===== src/rtl/wv_pkg.sv =====
package wv_pkg;

    typedef enum logic [3:0] {
        S_IDLE,
        S_RES,
        S_RD1,
        S_RD2,
        S_INTERP,
        S_SUM,
        S_DIV,
        S_STEP,
        S_SCALE,
        S_OUT
    } state_t;

    typedef enum logic [1:0] {
        SEG_ATTACK  = 2'd0,
        SEG_DECAY   = 2'd1,
        SEG_SUSTAIN = 2'd2,
        SEG_RELEASE = 2'd3
    } seg_t;

    localparam logic [1:0] KIND_TICK  = 2'd0;
    localparam logic [1:0] KIND_ON    = 2'd1;
    localparam logic [1:0] KIND_OFF   = 2'd2;
    localparam logic [1:0] KIND_WRITE = 2'd3;

    localparam logic [2:0] CFG_ATTACK_TICKS  = 3'd0;
    localparam logic [2:0] CFG_ATTACK_LEVEL  = 3'd1;
    localparam logic [2:0] CFG_DECAY_TICKS   = 3'd2;
    localparam logic [2:0] CFG_DECAY_LEVEL   = 3'd3;
    localparam logic [2:0] CFG_SUSTAIN_TICKS = 3'd4;
    localparam logic [2:0] CFG_SUSTAIN_LEVEL = 3'd5;
    localparam logic [2:0] CFG_RELEASE_TICKS = 3'd6;

    localparam int DIV_STEPS = 16;

    typedef struct packed {
        logic accept;
        logic resolve;
        logic rd1;
        logic rd2;
        logic interp;
        logic sum;
        logic div_step;
        logic step;
        logic scale;
        logic out_load;
        logic out_zero;
    } cmd_t;

    typedef struct packed {
        logic voice_on;
        logic out_free;
    } status_t;

endpackage


===== src/rtl/wv_ctrl.sv =====
module wv_ctrl (
    input  logic             clk,
    input  logic             rst_n,
    input  logic             s_tvalid,
    output logic             s_tready,
    input  logic [1:0]       kind,
    input  wv_pkg::status_t  status,
    output wv_pkg::cmd_t     cmd
);

    wv_pkg::state_t state_reg, state_next;
    logic [3:0]     cnt_reg, cnt_next;
    logic           zero_reg, zero_next;

    always_ff @(posedge clk or negedge rst_n)
    begin
        if (!rst_n)
        begin
            state_reg <= wv_pkg::S_IDLE;
            cnt_reg   <= '0;
            zero_reg  <= 1'b0;
        end
        else
        begin
            state_reg <= state_next;
            cnt_reg   <= cnt_next;
            zero_reg  <= zero_next;
        end
    end

    always_comb
    begin
        state_next = state_reg;
        cnt_next   = cnt_reg;
        zero_next  = zero_reg;
        cmd        = '0;
        s_tready   = 1'b0;
        unique case (state_reg)
            wv_pkg::S_IDLE:
            begin
                s_tready = 1'b1;
                if (s_tvalid)
                begin
                    cmd.accept = 1'b1;
                    if (kind == wv_pkg::KIND_TICK)
                    begin
                        zero_next  = !status.voice_on;
                        state_next = status.voice_on ? wv_pkg::S_RES : wv_pkg::S_OUT;
                    end
                end
            end
            wv_pkg::S_RES:
            begin
                cmd.resolve = 1'b1;
                state_next  = wv_pkg::S_RD1;
            end
            wv_pkg::S_RD1:
            begin
                cmd.rd1    = 1'b1;
                state_next = wv_pkg::S_RD2;
            end
            wv_pkg::S_RD2:
            begin
                cmd.rd2    = 1'b1;
                state_next = wv_pkg::S_INTERP;
            end
            wv_pkg::S_INTERP:
            begin
                cmd.interp = 1'b1;
                state_next = wv_pkg::S_SUM;
            end
            wv_pkg::S_SUM:
            begin
                cmd.sum    = 1'b1;
                cnt_next   = '0;
                state_next = wv_pkg::S_DIV;
            end
            wv_pkg::S_DIV:
            begin
                cmd.div_step = 1'b1;
                cnt_next     = cnt_reg + 4'd1;
                if (cnt_reg == 4'(wv_pkg::DIV_STEPS - 1))
                begin
                    state_next = wv_pkg::S_STEP;
                end
            end
            wv_pkg::S_STEP:
            begin
                cmd.step   = 1'b1;
                state_next = wv_pkg::S_SCALE;
            end
            wv_pkg::S_SCALE:
            begin
                cmd.scale  = 1'b1;
                state_next = wv_pkg::S_OUT;
            end
            wv_pkg::S_OUT:
            begin
                cmd.out_zero = zero_reg;
                if (status.out_free)
                begin
                    cmd.out_load = 1'b1;
                    state_next   = wv_pkg::S_IDLE;
                end
            end
            default:
            begin
                state_next = wv_pkg::S_IDLE;
            end
        endcase
    end

endmodule


===== config.mk =====
export PLATFORM = sky130hd
export DESIGN_NAME = wv_ctrl
export DESIGN_NICKNAME = d
export VERILOG_FILES = /design/src/rtl/wv_pkg.sv /design/src/rtl/wv_ctrl.sv
export SDC_FILE = /design/constraint.sdc
export NUM_CORES = 1
export LEC_CHECK = 0
export BUFFER_PORTS_ARGS = -buffer_cell sky130_fd_sc_hd__buf_2
export CORE_MARGIN = 2
export CORE_UTILIZATION = 43
export CTS_CLUSTER_SIZE = 40
export DETAILED_ROUTE_END_ITERATION = 10
export GPL_TIMING_DRIVEN = 0
export PLACE_DENSITY = 0.72
export SKIP_LAST_GASP = 1
export SLEW_MARGIN = 20
export SYNTH_ARGS = -nofsm -noshare
export SYNTH_HDL_FRONTEND = slang
export SYNTH_SLANG_ARGS = --single-unit

===== constraint.sdc =====
create_clock -name clk -period 1.11 [get_ports clk]
set_input_delay 0.111 -clock clk [delete_from_list [all_inputs] [get_ports clk]]
set_output_delay 0.111 -clock clk [all_outputs]
set_load 0.02 [all_outputs]

# Word-level counts from Yosys, hierarchy flattened
# Index checks and enable logic that the tools add are counted.
dict set report op_classes {
  addsub 1
  eq_ne 14
  mux 20
  n_reduce_logical 6
}
# operator n
set op_table {}
lappend op_table {{4-bit case mux with 10 select lines} 1}
lappend op_table {{4-bit two-way mux} 5}
lappend op_table {{4-bit by 3-bit equality test with 1-bit output (second input constant)} 4}
lappend op_table {{4-bit equality test (second input constant)} 3}
lappend op_table {{1-bit two-way mux} 12}
lappend op_table {{4-bit by 2-bit equality test with 1-bit output (second input constant)} 2}
lappend op_table {{2-bit != test (second input constant)} 4}
lappend op_table {{4-bit case mux with 2 select lines} 1}
lappend op_table {{4-bit by 1-bit adder with 4-bit output (second input constant)} 1}
lappend op_table {{4-bit by 1-bit equality test with 1-bit output (second input constant)} 1}
lappend op_table {{4-bit zero test} 1}
lappend op_table {{4-bit AND reduction} 1}
lappend op_table {{3-bit AND reduction} 1}
lappend op_table {{2-bit zero test} 1}
lappend op_table {{2-bit two-way mux} 1}
lappend op_table {{2-bit nonzero test} 1}
lappend op_table {{1-bit zero test} 1}
dict set report word_totals {
  reg_bits 9
  input_bits 7
  output_inout_bits 12
}

# Logic depth before layout (Yosys ltp)
# Gate-level depths: netlist (run 1).
dict set report logic_depth {
  ltp_word 4
  mapped_depth 5
  depth_no_buf 4
}

# Worst setup path before layout (run 1)
# Ideal clock, no wire load.
dict set report synth_timing {
  path_kind {reg-to-output}
  start {register state_reg[1]}
  end {output port cmd[0] (netlist name)}
  arrival_time_ns 1.477
  required_time_ns 0.999
  slack_ns -0.478
  stages_incl_launch_ff 5
  cell_sequence {dfrtp_1 > buf_2 > buf_2 > nand2b_1 > nor4_1}
}
# element line
set synth_lines {}
lappend synth_lines {{from (decl)} wv_ctrl.sv:11} ;# wv_pkg::state_t state_reg, state_next;
lappend synth_lines {{from (signal assigned)} wv_ctrl.sv:19} ;# state_reg <= wv_pkg::S_IDLE;
lappend synth_lines {{from (signal assigned)} wv_ctrl.sv:25} ;# state_reg <= state_next;
lappend synth_lines {{to (decl)} wv_ctrl.sv:8} ;# output wv_pkg::cmd_t cmd

==> impl_metrics.py, run 1 <==
metrics = {
    "layout": {
        "nets": 125,
        "drive_above_1_share_pct": 62.1,
        "syn_to_final_growth_pct": 93.8,
        "post-route-util_pct": 90.3,
        "diodes": 0,
        "finalNonFillerCells": 131,
    },
    "floorplanning": {
        "rows": 13,
        "coreArea_sq_mm": 0.00133,
        "fp.dieW_um": 42.0,
        "fp.dieArea_sq_mm": 0.00177,
        "num_io_pins": 19,
        "start_util_pct": 46.6,
        "die_h_um": 42.0,
    },
    "critical_path": {
        "crit_arrival_ns": 1.47,
        "worstSetupPathType": "reg2out",
        "cp-end-kind": "output pin",
        "crit_fanout": 7,
        "reg2reg_depth": 5,
        "rr_startpoint": "state_reg[0]$_DFFE_PN0P_",
        "cp.required_ns": 1.00,
        "r2r_slack_ns": -0.31,
        "rr_endpoint": "zero_reg$_DFFE_PN0P_",
        "cp-start-kind": "flip-flop",
    },
    "drt": {
        "routed_via_density": 5.98,
        "wl_met2_mm": 1.33,
        "ant_nets": 0,
        "drt-met1-wl_mm": 1.04,
        "routedWlPerCell_um": 19.6,
        "dr_total_vias": 783,
        "wl_mm": 2.57,
        "met3WireLength_um": 147,
        "drcViolationCount": 0,
        "firstDrtPassIters": 4,
        "drtIter0Drc": 25,
        "topRoutingLayerUsed": "met4",
    },
    "clock_network": {
        "cts_tree": "built",
        "clkTransAtPathRegs_ns": 0.07,
        "cts.sinks": 9,
        "cts-root-buf": "clkbuf_4",
        "ctsLongestPathBuffers": 2,
        "numCtsBuffers": 3,
        "h-tree-depth": 1,
        "clk_latency_ns": 0.28,
    },
    "timing": {
        "hold_viol": 0,
        "setup_ws_ns": -0.470,
        "rsz0062_at_grt": "true",
        "setup_viol": 20,
        "tightest_slew_ns": 0.700,
        "min_period_ns": 1.58,
        "fmax_mhz": 633,
        "max-slew-margin-rel_pct": 53.2,
        "skew_ns": 0.00849,
        "fin_crit_sh_pct": 142,
        "fin_tns_setup_ns": -6.37,
        "drv_slew": 0,
    },
    "placed_design": {
        "routabilityCongestion": 0.803,
        "dp_slack_ns": -0.206,
        "place_inst": 107,
        "post-dp-hpwl_mm": 1.16,
        "portBuffers": 18,
    },
    "min_path": {
        "min_path_cells": 2,
        "hold_start": "status[1]",
        "hold_class": "in2reg",
        "min_to": "zero_reg$_DFFE_PN0P_",
    },
    "yosys": {
        "synth_seq_area_share_pct": 36.2,
        "synth_edf_count": 0,
        "ys_ff_latch": 9,
        "ys.flop_type": "dfrtp_1",
        "ys_types": 33,
        "synth_area_sq_um": 622,
        "syn_nets": 82,
        "synth.avg_cell_area_sq_um": 8.40,
        "async_reset_ff_share_pct": 100,
        "synth_warnings": 0,
        "synth_cells": 74,
    },
    "grt": {
        "overflow": 0,
        "grt_use_total_pct": 23.1,
        "grt_max_degree": 11,
        "grt_pass1_wl_mm": 3.07,
        "antenna_found_initial": 0,
        "grt_pass1_vias": 638,
    },
    "pwr": {
        "powerDensity_mw_per_mm2": 3020,
        "leakage_uw": 0.000543,
        "ir_drop_mv": 1.83,
    },
    "run": {
        "max_cap_viol_count": 0,
    },
    "outcome": {
        "violations": "negative setup slack",
        "status": "finished, violations left",
    },
}
-- power by group --
part	switching, uW	leakage (uW)	total, uW	internal [uW]
Clock	136	0.0000150	275	140
Combinational	1340	0.000420	2730	1380
Sequential	165	0.000108	642	476
Total	1640	0.000543	3640	2000
-- kinds of logic after synthesis --
group           after synthesis  share of synthesized area [%]
buf+inv                      10                           7.44
fa+ha+maj                     1                           2.01
xor+xnor                      1                           1.41
simple gates                 38                           35.6
compound gates               14                           15.7
mux                           1                           1.61
flops                         9                           36.2
-- stage by stage --
step,cell area (sq um),hold slack (ns),total power (uW)
after global routing,1200,0.0440,3810
after global placement,836,-0.0230,2140
after CTS,1030,0.0540,2900
after floorplan,727,-0.185,1850
after detailed placement,836,-0.0289,2190
final,1200,0.0522,3640
-- cell type report --
cell class,count,area (sq um)
well taps,15,18.8
inverters,4,15.0
clock buffers,4,26.3
multi-input cells,55,507
repair buffers,38,318
flip-flops and latches,9,226
plain buffers,6,93.8
fillers,60,129
-- cells in the mapped netlist, drive strengths merged, types with 2 or more instances --
library cell,n,area (sq um)
o211ai,2,15.0
a22o,2,17.5
dfrtp,9,225
nand3,2,10.0
or2,2,12.5
nor3,5,25.0
nor4,4,40.0
inv,4,15.0
nor2,6,22.5
a21oi,3,15.0
o21ai,3,15.0
nor3b,2,15.0
nand2b,6,37.5
nand2,5,18.8
buf,5,27.5
-- worst max-delay path, cell delays in order (launching register included) --
cell	delay [ns]
dfrtp_1	0.40
buf_6	0.15
nor4_4	0.32
and2_4	0.20
buf_6	0.11
-- metal layers --
| layer | track usage [%] | vias to the layer above |
|---|---|---|
| met1 | 29.7 | 393 |
| met3 | 6.90 | 6 |
| met2 | 36.6 | 37 |
| met4 | 8.75 | 0 |
| li1 | - | 347 |
| met5 | 0 | - |
-- timing repair --
item | CTS | global route
hold endpoints to repair | 9 | 0
gates resized for setup | 30 | 20
endpoints found under the setup margin | 19 | 20
pin swaps | 9 | 13
hold buffers | 1 | 0
setup buffers | 7 | 12
-- worst max path at each step --
| stage | from | endpoint | slack (ns) | cells after the start |
|---|---|---|---|---|
| 6_report | state_reg[0]$_DFFE_PN0P_ | cmd[10] | -0.47 | 4 |
| 3_3_place_gp | state_reg[3]$_DFFE_PN0P_ | cmd[10] | -0.17 | 4 |
| 3_5_place_dp | state_reg[3]$_DFFE_PN0P_ | state_reg[3]$_DFFE_PN0P_ | -0.21 | 4 |
| 4_1_cts | state_reg[1]$_DFFE_PN0P_ | cmd[10] | -0.40 | 4 |
| 2_1_floorplan | state_reg[3]$_DFFE_PN0P_ | zero_reg$_DFFE_PN0P_ | -0.24 | 4 |
| 5_1_grt | state_reg[0]$_DFFE_PN0P_ | cmd[10] | -0.52 | 4 |
-- cell usage in the layout (no fill, tap or decap), types with 2 or more instances in the layout --
master    Yosys  routed
nand2b_1      6       3
o211ai_1      2       2
nand2_2       0       2
buf_4         1      20
clkbuf_4      0       3
inv_2         1       2
a21oi_1       3       3
nor3_2        0       3
nand3_1       2       2
nor2_1        6       4
nor2_4        0       2
nor3_4        0       2
a22o_1        2       2
dfrtp_1       9       8
nand2b_4      0       3
o21ai_0       3       2
inv_1         3       2
nor4_4        1       4
buf_2         4       6
nand2_1       5       3
buf_8         0       2
buf_6         0      13
No activity file was read; power rests on OpenSTA's default activity.
==> run 2, diff against run 1 <==
==> constraint.sdc (replaced) <==
create_clock -name clk -period 1.4 [get_ports clk]
set_input_delay 0.14 -clock clk [delete_from_list [all_inputs] [get_ports clk]]
set_output_delay 0.14 -clock clk [all_outputs]
set_load 0.02 [all_outputs]
==> impl_metrics.py, run 2 (same netlist as run 1, synthesis figures left out) <==
metrics = {
    "timing": {
        "setup_viol": 13,
        "max-slew-margin-rel_pct": 70.4,
        "drv_slew": 0,
        "min_period_ns": 1.52,
        "fin_crit_sh_pct": 109,
        "fmax_mhz": 656,
        "hold_viol": 0,
        "setup_ws_ns": -0.125,
        "tightest_slew_ns": 0.443,
        "fin_tns_setup_ns": -0.754,
        "rsz0062_at_grt": "true",
        "skew_ns": 0.0120,
    },
    "run": {
        "max_cap_viol_count": 0,
    },
    "clock_network": {
        "clkTransAtPathRegs_ns": 0.06,
        "numCtsBuffers": 3,
        "cts_tree": "built",
        "cts.sinks": 9,
        "h-tree-depth": 1,
        "cts-root-buf": "clkbuf_4",
        "clk_latency_ns": 0.27,
        "ctsLongestPathBuffers": 2,
    },
    "placed_design": {
        "place_inst": 107,
        "routabilityCongestion": 0.770,
        "dp_slack_ns": -0.0731,
        "placed_cell_area_sq_um": 753,
        "post-dp-hpwl_mm": 1.05,
        "portBuffers": 18,
    },
    "critical_path": {
        "path_cells": "buf_6 -> inv_2 -> nor4_4 -> buf_4",
        "cp-start-kind": "flip-flop",
        "cp.required_ns": 1.26,
        "max_stage_delay_ns": 0.39,
        "worstSetupPathType": "reg2out",
        "crit_fanout": 9,
        "cp-end-kind": "output pin",
        "slowest_stage": "dfrtp_1",
        "crit_arrival_ns": 1.38,
    },
    "grt": {
        "grt_use_total_pct": 25.2,
        "grt_pass1_vias": 719,
        "overflow": 0,
        "grt_pass1_wl_mm": 3.35,
        "grt_max_degree": 11,
        "antenna_found_initial": 0,
    },
    "layout": {
        "diodes": 0,
        "seq_area_sq_um": 228,
        "final_cell_mix": "buf_4, buf_6, buf_2",
        "finalNonFillerCells": 126,
        "final_common_cell": "buf_4",
        "fin_area_sq_mm": 0.00105,
        "syn_to_final_growth_pct": 68.4,
        "nets": 120,
        "post-route-util_pct": 78.5,
        "multi_input_area_sq_um": 447,
        "fillCellCount": 89,
        "drive_above_1_share_pct": 54.1,
    },
    "floorplanning": {
        "fp.dieW_um": 42.0,
        "rows": 13,
        "die_h_um": 42.0,
        "fp.dieArea_sq_mm": 0.00177,
        "coreArea_sq_mm": 0.00133,
        "num_io_pins": 19,
        "start_util_pct": 46.6,
    },
    "drt": {
        "drtIter0Drc": 20,
        "firstDrtPassIters": 4,
        "dr_total_vias": 751,
        "ant_nets": 0,
        "routedWlPerCell_um": 18.1,
        "routed_via_density": 5.96,
        "wl_mm": 2.28,
        "drcViolationCount": 0,
    },
    "pwr": {
        "powerDensity_mw_per_mm2": 2320,
        "leakage_uw": 0.000482,
        "ir_drop_mv": 1.53,
    },
    "outcome": {
        "violations": "negative setup slack",
        "status": "finished, violations left",
    },
    "min_path": {
        "hold_class": "in2reg",
    },
}
[run 2: worst paths after layout]
kind	start	to	slack [ns]	depth (start not counted)
worst max-delay path	state_reg[3]$_DFFE_PN0P_	cmd[0]	-0.12	4
worst min-delay path	status[1]	zero_reg$_DFFE_PN0P_	0.07	2
worst max register to register	state_reg[1]$_DFFE_PN0P_	cnt_reg[2]$_DFFE_PN0P_	-0.03	5
worst min register to register	zero_reg$_DFFE_PN0P_	zero_reg$_DFFE_PN0P_	0.57	2
max in group asynchronous	rst_n	state_reg[2]$_DFFE_PN0P_	0.94	2
min in group asynchronous	rst_n	cnt_reg[2]$_DFFE_PN0P_	0.25	2
[run 2: critical path, delay by kind of cell (launching register included)]
kind                   cells  cell delay, ns
AND/OR/NAND/NOR            1            0.28
flip-flops                 1            0.39
buffers and inverters      3            0.45
[run 2: through the flow]
stage                     total power (uW)  hold slack (ns)
after detailed placement              1500          0.00467
after global placement                1490          0.00469
after CTS                             2090           0.0603
final                                 2430           0.0678
after global routing                  2590           0.0709
after floorplan                       1260           -0.156
[run 2: layout make-up]
| cell class | instances | share of cell area, % |
|---|---|---|
| repair buffers | 34 | 24.5 |
| flip-flops and latches | 9 | 21.7 |
| well taps | 15 | 1.79 |
| multi-input cells | 55 | 42.7 |
| plain buffers | 5 | 5.38 |
| inverters | 4 | 1.43 |
| clock buffers | 4 | 2.51 |
[run 2: timing repair]
item,in CTS,in global routing
hold buffers,1,0
pin swaps,3,3
setup buffers,10,5
setup endpoints to repair,12,17
endpoints found under the hold margin,9,0
resized for setup,25,18
[run 2: metal layers]
layer	vias to the layer above	GRT usage (%)	routed length, um
met1	365	31.7	905
met3	6	10.8	141
li1	341	-	-
met4	0	9.38	39
met2	39	38.4	1200
met5	-	0	0
[run 2: report_power, final]
group	internal, uW	switching, uW	leakage, uW
registers	380	124	0.000107
logic	822	902	0.000360
clock network	110	93.6	0.0000150
